**config.mk**
```make
export PLATFORM = sky130hd
export DESIGN_NAME = led_matrix_framebuffer_serializer
export DESIGN_NICKNAME = d
export VERILOG_FILES = /design/src/hw/rtl/lmfs_pkg.sv /design/src/hw/rtl/led_matrix_framebuffer_serializer.sv /design/src/hw/rtl/lmfs_datapath.sv /design/src/hw/rtl/lmfs_ctrl.sv
export VERILOG_INCLUDE_DIRS = /design/src /design/src/hw/rtl
export SDC_FILE = /design/constraint.sdc
export NUM_CORES = 1
export LEC_CHECK = 0
export BUFFER_PORTS_ARGS = -buffer_cell sky130_fd_sc_hd__buf_2
export CAP_MARGIN = 20
export CELL_PAD_IN_SITES_DETAIL_PLACEMENT = 1
export CELL_PAD_IN_SITES_GLOBAL_PLACEMENT = 1
export CORE_ASPECT_RATIO = 1.5
export CORE_MARGIN = 8
export CORE_UTILIZATION = 35
export DETAILED_ROUTE_END_ITERATION = 7
export PLACE_DENSITY = 0.7
export SLEW_MARGIN = 5
export SYNTH_ARGS = -nofsm -noshare
export SYNTH_HDL_FRONTEND = slang
export SYNTH_SLANG_ARGS = --single-unit
```
**constraint.sdc**
```tcl
create_clock -name clock -period 3.7 [get_ports clock]
set_clock_uncertainty 0.1 [all_clocks]
set_input_delay 0.185 -clock clock [delete_from_list [all_inputs] [get_ports clock]]
set_output_delay 0.185 -clock clock [all_outputs]
set_load 0.005 [all_outputs]
```
**src/hw/rtl/assert_macros.svh**
```systemverilog
// assertion helpers shared by the rtl files
`ifndef ASSERT_MACROS_SVH
`define ASSERT_MACROS_SVH

// property must hold at every clock edge outside reset
`define ASSERT_CLK(lbl, clk, rst, prop, msg) \
   lbl: assert property (@(posedge clk) disable iff (rst) prop) else $error(msg);

// expression must never be true outside reset
`define ASSERT_NEVER(lbl, clk, rst, expr, msg) \
   lbl: assert property (@(posedge clk) disable iff (rst) !(expr)) else $error(msg);

`endif

```
**src/hw/rtl/lmfs_pkg.sv**
```systemverilog
package lmfs_pkg;

   localparam int ROWS       = 8;
   localparam int ROW_IDX_W  = $clog2(ROWS);
   localparam int ROW_W      = 24;
   localparam int BYTE_W     = 8;
   localparam int WORD_W     = 16;
   localparam int FRAME_W    = 48;
   localparam int MAX_WORDS  = FRAME_W / WORD_W;
   localparam int CMD_W      = 2;
   localparam int REQ_DATA_W = 32;

   localparam logic [BYTE_W-1:0] WIDE_MASK   = 8'hF0;
   localparam logic [BYTE_W-1:0] NARROW_MASK = 8'hE0;

   localparam logic [CMD_W-1:0] CMD_DRAW    = 2'd0;
   localparam logic [CMD_W-1:0] CMD_CLEAR   = 2'd1;
   localparam logic [CMD_W-1:0] CMD_REFRESH = 2'd2;
   localparam logic [CMD_W-1:0] CMD_BCAST   = 2'd3;

   // input item payload, last field in the lowest bits
   typedef struct packed {
      logic [2:0]           pad;
      logic [BYTE_W-1:0]    reg_value;
      logic [3:0]           reg_opcode;
      logic                 wide_glyph;
      logic [BYTE_W-1:0]    glyph_row;
      logic [4:0]           x_pos;
      logic [ROW_IDX_W-1:0] row;
   } req_data_type;

   typedef struct packed {
      logic                 draw_we;
      logic                 clear;
      logic                 capture;
      logic                 load_refresh;
      logic                 load_bcast;
      logic                 last;
      logic [ROW_IDX_W-1:0] row_idx;
   } dp_cmd_type;

   typedef struct packed {
      logic rsp_free;
   } dp_status_type;

endpackage

```
**src/hw/rtl/led_matrix_framebuffer_serializer.sv**
```systemverilog
// refresh: once accepted, 8 frames at one per cycle while rsp is not held, from the output register,
// limited by the single frame buffer read port; no new request is taken until the last frame is loaded
// broadcast: one frame per item, no new request taken until it is loaded; draw and clear: no result
// a frame appears on rsp in the cycle after it is built; a held output stalls the row walk
// reset (synchronous) clears the frame buffer, the controller and the output valid at once
module led_matrix_framebuffer_serializer #(
   parameter int DEVICES = 3
) (
   input  logic                            clock,
   input  logic                            reset,
   input  logic                            req_tvalid,
   output logic                            req_tready,
   // row[2:0], x_pos[7:3], glyph_row[15:8], wide_glyph[16], reg_opcode[20:17],
   // reg_value[28:21], pad[31:29]
   input  logic [lmfs_pkg::REQ_DATA_W-1:0] req_tdata,
   // command[1:0]
   input  logic [lmfs_pkg::CMD_W-1:0]      req_tuser,
   output logic                            rsp_tvalid,
   input  logic                            rsp_tready,
   // frame[47:0]
   output logic [lmfs_pkg::FRAME_W-1:0]    rsp_tdata,
   output logic                            rsp_tlast
);
   import lmfs_pkg::*;

   dp_cmd_type    cmd;
   dp_status_type status;

   lmfs_ctrl u_ctrl (
      .clock      (clock),
      .reset      (reset),
      .req_tvalid (req_tvalid),
      .req_tready (req_tready),
      .req_tuser  (req_tuser),
      .status     (status),
      .cmd        (cmd)
   );

   lmfs_datapath #(
      .DEVICES (DEVICES)
   ) u_datapath (
      .clock      (clock),
      .reset      (reset),
      .cmd        (cmd),
      .status     (status),
      .req_tdata  (req_tdata),
      .rsp_tvalid (rsp_tvalid),
      .rsp_tready (rsp_tready),
      .rsp_tdata  (rsp_tdata),
      .rsp_tlast  (rsp_tlast)
   );

endmodule

```
**src/hw/rtl/lmfs_datapath.sv**
```systemverilog
`include "assert_macros.svh"

module lmfs_datapath #(
   parameter int DEVICES = 3
) (
   input  logic                          clock,
   input  logic                          reset,
   input  lmfs_pkg::dp_cmd_type          cmd,
   output lmfs_pkg::dp_status_type       status,
   input  logic [lmfs_pkg::REQ_DATA_W-1:0] req_tdata,
   output logic                          rsp_tvalid,
   input  logic                          rsp_tready,
   output logic [lmfs_pkg::FRAME_W-1:0]  rsp_tdata,
   output logic                          rsp_tlast
);
   import lmfs_pkg::*;

   localparam int WORDS = (DEVICES < MAX_WORDS) ? DEVICES : MAX_WORDS;

   req_data_type         req;
   logic [ROW_W-1:0]     fb_ff [ROWS];
   logic [ROW_IDX_W-1:0] rd_addr;
   logic [ROW_W-1:0]     rd_row;
   logic [ROW_W-1:0]     draw_mask;
   logic [ROW_W-1:0]     draw_bits;
   logic [ROW_W-1:0]     merged;
   logic [3:0]           opcode_ff;
   logic [BYTE_W-1:0]    value_ff;
   logic [BYTE_W-1:0]    op_byte;
   logic [FRAME_W-1:0]   frame;
   logic                 load;
   logic                 rsp_valid_ff;
   logic [FRAME_W-1:0]   rsp_data_ff;
   logic                 rsp_last_ff;

   assign req = req_data_type'(req_tdata);

   // one read port, shared by draw merge and refresh
   assign rd_addr = cmd.draw_we ? req.row : cmd.row_idx;
   assign rd_row  = fb_ff[rd_addr];

   // offsets of 24 or more shift everything out
   assign draw_mask = {(req.wide_glyph ? WIDE_MASK : NARROW_MASK), 16'h0000} >> req.x_pos;
   assign draw_bits = ({req.glyph_row, 16'h0000} >> req.x_pos) & draw_mask;
   assign merged    = (rd_row & ~draw_mask) | draw_bits;

   always_ff @(posedge clock) begin
      if (reset || cmd.clear) begin
         for (int r = 0; r < ROWS; r++) begin
            fb_ff[r] <= '0;
         end
      end else if (cmd.draw_we) begin
         fb_ff[req.row] <= merged;
      end
   end

   always_ff @(posedge clock) begin
      if (cmd.capture) begin
         opcode_ff <= req.reg_opcode;
         value_ff  <= req.reg_value;
      end
   end

   assign op_byte = cmd.load_bcast ? {4'b0000, opcode_ff}
                                   : BYTE_W'({1'b0, cmd.row_idx} + 4'd1);

   // words above the frame width are dropped
   always_comb begin
      frame = '0;
      for (int d = 0; d < WORDS; d++) begin
         frame[d*WORD_W +: WORD_W] = {op_byte,
                                      (cmd.load_bcast ? value_ff : rd_row[d*BYTE_W +: BYTE_W])};
      end
   end

   assign load            = cmd.load_refresh || cmd.load_bcast;
   assign status.rsp_free = !rsp_valid_ff || rsp_tready;

   always_ff @(posedge clock) begin
      if (reset) begin
         rsp_valid_ff <= 1'b0;
      end else if (load) begin
         rsp_valid_ff <= 1'b1;
      end else if (rsp_tready) begin
         rsp_valid_ff <= 1'b0;
      end
   end

   always_ff @(posedge clock) begin
      if (load) begin
         rsp_data_ff <= frame;
         rsp_last_ff <= cmd.last;
      end
   end

   assign rsp_tvalid = rsp_valid_ff;
   assign rsp_tdata  = rsp_data_ff;
   assign rsp_tlast  = rsp_last_ff;

   `ASSERT_NEVER(a_no_overwrite, clock, reset, load && rsp_valid_ff && !rsp_tready,
      "frame loaded over an untaken item")
   `ASSERT_NEVER(a_one_load, clock, reset, cmd.load_refresh && cmd.load_bcast,
      "refresh and broadcast loads collide")

endmodule

```
**src/hw/rtl/lmfs_ctrl.sv**
```systemverilog
`include "assert_macros.svh"

module lmfs_ctrl (
   input  logic                         clock,
   input  logic                         reset,
   input  logic                         req_tvalid,
   output logic                         req_tready,
   input  logic [lmfs_pkg::CMD_W-1:0]   req_tuser,
   input  lmfs_pkg::dp_status_type      status,
   output lmfs_pkg::dp_cmd_type         cmd
);
   import lmfs_pkg::*;

   localparam logic [1:0] ST_IDLE    = 2'd0;
   localparam logic [1:0] ST_REFRESH = 2'd1;
   localparam logic [1:0] ST_BCAST   = 2'd2;

   localparam logic [ROW_IDX_W-1:0] LAST_ROW = ROW_IDX_W'(ROWS - 1);

   logic [1:0]           state_ff, state_in;
   logic [ROW_IDX_W-1:0] row_ff, row_in;
   logic                 accept;

   assign req_tready = (state_ff == ST_IDLE);
   assign accept     = req_tvalid && req_tready;

   always_comb begin
      state_in = state_ff;
      row_in   = row_ff;
      cmd      = '0;
      cmd.row_idx = row_ff;
      unique case (state_ff)
         ST_IDLE: begin
            if (accept) begin
               cmd.capture = 1'b1;
               unique case (req_tuser)
                  CMD_DRAW:    cmd.draw_we = 1'b1;
                  CMD_CLEAR:   cmd.clear   = 1'b1;
                  CMD_REFRESH: begin
                     state_in = ST_REFRESH;
                     row_in   = '0;
                  end
                  CMD_BCAST:   state_in = ST_BCAST;
                  default:     state_in = ST_IDLE;
               endcase
            end
         end
         ST_REFRESH: begin
            if (status.rsp_free) begin
               cmd.load_refresh = 1'b1;
               cmd.last         = (row_ff == LAST_ROW);
               row_in           = row_ff + 1'b1;
               if (row_ff == LAST_ROW) begin
                  state_in = ST_IDLE;
               end
            end
         end
         ST_BCAST: begin
            if (status.rsp_free) begin
               cmd.load_bcast = 1'b1;
               cmd.last       = 1'b1;
               state_in       = ST_IDLE;
            end
         end
         default: state_in = ST_IDLE;
      endcase
   end

   always_ff @(posedge clock) begin
      if (reset) begin
         state_ff <= ST_IDLE;
         row_ff   <= '0;
      end else begin
         state_ff <= state_in;
         row_ff   <= row_in;
      end
   end

   `ASSERT_CLK(a_refresh_start, clock, reset,
      (accept && req_tuser == CMD_REFRESH) |=> (state_ff == ST_REFRESH && row_ff == '0),
      "refresh did not start at row zero")
   `ASSERT_CLK(a_refresh_end, clock, reset,
      (state_ff == ST_REFRESH && cmd.load_refresh && row_ff == LAST_ROW) |=> (state_ff == ST_IDLE),
      "refresh did not end after the last row")

endmodule
```
==> flow_summary.json, run 1 <==
{
  "power_density_nw_per_um2": 472,
  "slew_violations": 0,
  "grt_max_degree": 55,
  "max_slew_margin_pct": 33.9,
  "p_leak_nw": 5.56,
  "hp-class": "input pin to register",
  "path_delay_family": "simple AND/OR/NAND/NOR gates",
  "cts_setup_buffers": 0,
  "finalSetupTns_ns": 0,
  "coreArea_um2": 38300,
  "die_area_um2": 45300,
  "cp-end-kind": "register",
  "yosys_most_used_dff": "edfxtp_1",
  "reg2reg_depth": 8,
  "wl_per_cell_um": 24.8,
  "die_h_um": 257,
  "drc": 0,
  "place_ws_ns": 0.418,
  "synth_top_area_cell": "edfxtp_1",
  "die_w_um": 176,
  "yosys-top-cells-area": "edfxtp_1 (52%), mux2i_1 (13%), nor2_1 (7.4%)",
  "critPathMaxFanout": 12,
  "synth_edf_count": 233,
  "clk_pin_slew_ns": 0.07,
  "ys_seq_area_share_pct": 52.7,
  "clockBufferDepth": 3,
  "hpwl_mm": 31.3,
  "place.gp.congestion": 0.905,
  "ant_nets": 0,
  "crit_cells": 8,
  "cts.sinks": 239,
  "place_area_um2": 14500,
  "overflow": 0,
  "critPathRequiredTime_ns": 3.99,
  "crit_path_start_kind": "register",
  "cts_buffers": 24,
  "ys_ff_latch": 239,
  "fin_util_pct": 40.5,
  "routed_wirelength_mm": 46.5,
  "dp_cells": 1821,
  "tightest_slew_ns": 0.985,
  "rsz0062_at_grt": "false",
  "antenna_cells": 0,
  "p_total_mw": 7.32,
  "ctsResizeCount": 0,
  "layout-drive-gt1-share_pct": 16.5,
  "hold_buffers": 16,
  "drtIter0Drc": 715,
  "synth.most_common_cell": "nor2_1",
  "hold_violations": 0,
  "grt_pass1_wl_mm": 70.2,
  "layout_setup_ws_ns": 0.297,
  "fin_area_um2": 15500,
  "clock_latency_ns": 0.55,
  "crit_chain": "inv_1 > ha_1 > or3b_2 > or3_1 > a21oi_1 > nor4_1 > o21ai_2 > nor2_1",
  "netlist.area_leader.share_pct": 51.8,
  "rows": 88,
  "root_buffer": "clkbuf_16",
  "first_global_vias": 11693,
  "fillers": 4268,
  "status": "finished clean",
  "nets": 1411,
  "syn-cell-area_um2": 13500,
  "yosysUniqueCellTypes": 63,
  "path_buf_inv": 1,
  "setup_viol": 0,
  "fmax_mhz": 294,
  "drtPass1Iterations": 6,
  "async_flop_share_pct": 0,
  "arrival_ns": 3.69,
  "cts_tree": "built",
  "fin_crit_sh_pct": 92.0,
  "syn_inst": 1295,
  "antenna_found_initial": 0,
  "fin_crit_ns": 3.40,
  "syn_avg_cell_area_um2": 10.4,
  "htree_num_levels": 1,
  "yosys_warnings": 0,
  "synth_common_cells": "nor2_1 (266), edfxtp_1 (233), mux2i_1 (171)",
  "final_cells": 1878,
  "portBuffers": 73,
  "initial_core_util_pct": 35.2,
  "min_path_cells": 5,
  "vias": 10841,
  "drv_cap": 0,
  "vias_per_cell": 5.77,
  "crit_slowest_cell": "nor4_1",
  "io-pin-count": 89,
  "hold_ws_ns": 0.139,
  "grt.total_usage_pct": 20.3,
  "irDropWorstVdd_mv": 0.393,
  "syn_to_final_growth_pct": 14.9,
  "setup.worst_path.class": "register to register",
  "slowest_delay_ns": 0.88
}
-- logic make-up (layout without fill, tap and decap cells) --
family                   after synthesis  count (layout)  share of synthesized area [%]
multiplexers                         205             205                           15.7
adder cells (fa/ha/maj)                5               5                          0.463
AO/OA/AOI/OAI                        157             157                           7.27
flip-flops                           239             239                           52.7
other                                  1              12                         0.0278
buffers and inverters                127             204                           4.73
AND/OR/NAND/NOR                      561             561                           19.1
-- worst min-delay path: stages --
cell and delay [ns]:
buf_2 0.16, nand2_1 0.10, a21oi_1 0.10, mux2i_1 0.12, nor2_1 0.07
-- layout make-up --
type	count	area (um2)	area share, %
tap	495	619	3.99
multi-input combinational	940	5810	37.5
clock inverter	14	250	1.61
sequential	239	7120	45.9
inverter	8	30.0	0.194
clock buffer	27	633	4.08
timing repair buffer	155	1050	6.76
-- registers in the layout, indices dropped and copies added (netlist names) --
signal	cells
u_ctrl.row_ff	3
u_datapath.rsp_tlast	1
u_ctrl.state_ff	2
u_datapath.opcode_ff	4
u_datapath.rsp_tvalid	1
u_datapath.value_ff	8
u_datapath.rsp_tdata	28
u_datapath.fb_ff	192
-- report_power, final --
group,total (mW),leakage (nW),switching (mW),internal [mW]
Clock,2.78,0.422,1.07,1.71
Combinational,1.22,2.69,0.795,0.421
Sequential,3.33,2.45,0.112,3.21
Total,7.32,5.56,1.97,5.35
-- path summary, 6_finish.rpt --
| kind | start | to | slack, ns |
|---|---|---|---|
| setup / recovery | u_ctrl.state_ff[0] | u_datapath.fb_ff[2][19] | 0.30 |
| hold / removal | req_tvalid | u_ctrl.state_ff[0] | 0.14 |
| setup reg to reg | u_ctrl.state_ff[0] | u_datapath.fb_ff[2][19] | 0.30 |
| hold reg to reg | u_datapath.opcode_ff[2] | u_datapath.rsp_tdata[42] | 0.43 |
-- metal layers --
layer | wire length [um] | global-route usage, %
met2 | 24100 | 36.7
met3 | 2560 | 2.44
met4 | 2710 | 12.0
met1 | 17100 | 22.2
met5 | 0 | 0
-- layout by cell type, fill, tap and decap left out, types with 21 or more instances in the layout --
master,count
o21ai_0,24
buf_2,72
buf_4,65
a21oi_1,78
edfxtp_1,233
mux2_2,30
mux2i_1,171
nor3_1,42
nor2_1,265
nand3_1,74
nand2_1,77
clkbuf_16,25
nor3b_1,21
No activity file was read; power rests on OpenSTA's default activity.
==> run 2, diff against run 1 <==
Settings changed: CORE_UTILIZATION 35 to 49, MAX_ROUTING_LAYER set to met4, PLACE_DENSITY 0.7 to 0.9.
==> run 2 against run 1 <==
Effect of this change: worst setup slack worse by 0.15 ns; die area is 27% lower; fmax is 4.1% lower; first-iteration DRC count is 85% higher; combinational power is 6% higher; power is 2.8% lower; critical path depth is 1 higher; hold slack worse by 0.072 ns; cell area is 2.4% lower; sequential power hardly changed; register-to-register slack worse by 0.15 ns; critical path type unchanged.
==> flow_summary.json, run 2 (synthesis gave the netlist of run 1 again) <==
{
  "status": "finished clean",
  "cts_buffers": 23,
  "cts_tree": "built",
  "ant_nets": 0,
  "grt_pass1_wl_mm": 78.3,
  "critPathMaxFanout": 13,
  "dp_cells": 1658,
  "setup.worst_path.class": "register to register",
  "io-pin-count": 89,
  "grt.total_usage_pct": 32.5,
  "clk_pin_slew_ns": 0.07,
  "coreArea_um2": 27200,
  "sequentialPowerShare_pct": 47.1,
  "cts_setup_buffers": 0,
  "fmax_mhz": 282,
  "crit_path_frequent_cell": "buf_4",
  "drc": 0,
  "clockBufferDepth": 3,
  "fin_util_pct": 55.6,
  "rsz0062_at_grt": "false",
  "nets": 1401,
  "critPathRequiredTime_ns": 3.83,
  "die_h_um": 219,
  "drtPass1Iterations": 7,
  "max_slew_margin_pct": 27.0,
  "p_int_mw": 4.99,
  "tightest_slew_ns": 1.09,
  "slowest_delay_ns": 0.65,
  "power.switching_mw": 2.13,
  "place.gp.congestion": 0.957,
  "crit_chain": "inv_1 > ha_2 > and4bb_1 > buf_4 > mux2i_1 > buf_4 > a21oi_1 > a22o_1 > o311ai_0",
  "overflow": 0,
  "portBuffers": 73,
  "layout_setup_ws_ns": 0.151,
  "drv_cap": 0,
  "vias": 11940,
  "p_leak_nw": 5.46,
  "slew_violations": 0,
  "cts.sinks": 239,
  "hold_violations": 0,
  "final_common_cell": "nor2_1",
  "grt_max_degree": 47,
  "path_delay_family": "compound AO/OA/AOI/OAI gates",
  "path_buf_inv": 3,
  "routed_wirelength_mm": 53.4,
  "largest_reg_flops": 192,
  "first_global_vias": 12893,
  "fin_crit_ns": 3.55,
  "clkPwrFrac_pct": 34.8,
  "fillers": 2872,
  "root_buffer": "clkbuf_16",
  "fin_crit_sh_pct": 95.9,
  "irDropWorstVdd_mv": 0.702,
  "cp-end-kind": "register",
  "syn_to_final_growth_pct": 12.2,
  "antenna_found_initial": 0,
  "initial_core_util_pct": 49.6,
  "power_density_nw_per_um2": 470,
  "wl_per_cell_um": 31.1,
  "htree_num_levels": 1,
  "layout-drive-gt1-share_pct": 16.0,
  "drtIter0Drc": 1326,
  "largest-register": "u_datapath.fb_ff",
  "rows": 74,
  "finalSetupTns_ns": 0,
  "die_w_um": 152,
  "crit_path_start_kind": "register",
  "hp-class": "input pin to register",
  "crit_slowest_cell": "o311ai_0",
  "clock_latency_ns": 0.54,
  "antenna_cells": 0,
  "layout_common_cells": "nor2_1 (265), edfxtp_1 (233), mux2i_1 (170)",
  "final_cells": 1715,
  "combPwrFrac_pct": 18.1,
  "swShare_pct": 29.9,
  "die_area_um2": 33200,
  "place_ws_ns": -0.0385,
  "vias_per_cell": 6.96,
  "arrival_ns": 3.68,
  "setup_viol": 0,
  "hpwl_mm": 31.8
}
[run 2: changes by cell type in the layout (fill, tap and decap cells not counted), sizes merged]
| cell | delta |
|---|---|
| clkinvlp | -1 |
| clkbuf | -1 |
| dlygate4sd3 | -1 |
| clkinv | +4 |
| buf | -8 |
| inv | +1 |
| bufinv | -4 |
[run 2: final cells by class]
cell class | count | area [um2] | area share, %
Clock inverter | 14 | 148 | 0.975
Sequential cell | 239 | 7120 | 47.0
Multi-Input combinational cell | 940 | 5830 | 38.5
Timing Repair Buffer | 146 | 1000 | 6.61
Inverter | 8 | 30.0 | 0.198
Clock buffer | 26 | 587 | 3.87
Tap cell | 342 | 428 | 2.83
[run 2: final timing paths]
path,start,cells after the start,slack [ns],to
setup / recovery,u_ctrl.state_ff[0],9,0.15,u_datapath.rsp_tdata[19]
hold reg to reg,u_datapath.opcode_ff[1],2,0.46,u_datapath.rsp_tdata[41]
setup reg to reg,u_ctrl.state_ff[0],9,0.15,u_datapath.rsp_tdata[19]
hold / removal,rsp_tready,3,0.07,u_datapath.rsp_tvalid
[run 2: worst reg2reg max path, stage by stage, from the launching register on]
cell      delay, ns
dfxtp_1        0.35
inv_1          0.11
ha_2           0.34
and4bb_1       0.41
buf_4          0.29
mux2i_1        0.42
buf_4          0.24
a21oi_1        0.08
a22o_1         0.27
o311ai_0       0.65
[run 2: metrics by stage]
stage	hold WS, ns	power [mW]	cell area, um2
2_1_floorplan	0.184	4.09	13500
6_report	0.0677	7.12	15100
3_3_place_gp	0.264	4.47	14200
4_1_cts	0.00698	6.93	15100
3_5_place_dp	0.264	4.55	14200
5_1_grt	0.115	7.23	15100
[run 2: power groups by stage]
stage / Clock, mW / Sequential (mW) / Combinational (mW)
2_1_floorplan: 0 / 3.34 / 0.750
3_3_place_gp: 0 / 3.36 / 1.11
3_5_place_dp: 0 / 3.38 / 1.17
4_1_cts: 2.39 / 3.33 / 1.21
5_1_grt: 2.54 / 3.36 / 1.34
6_report: 2.48 / 3.35 / 1.29
[run 2: what timing repair did]
item	in CTS	in global routing
resized for setup	1	4
endpoints found under the hold margin	18	0
hold buffers	15	0
setup endpoints to repair	8	29
[run 2: per-layer routing]
metal | GRT usage [%] | wire (um) | up-vias | part of all wire (%)
li1 | - | - | 4820 | -
met3 | 6.43 | 5030 | 354 | 9.4
met1 | 33.1 | 17400 | 5779 | 33
met4 | 27.5 | 4960 | 0 | 9.3
met2 | 53.0 | 26100 | 987 | 49
met5 | - | 0 | - | 0
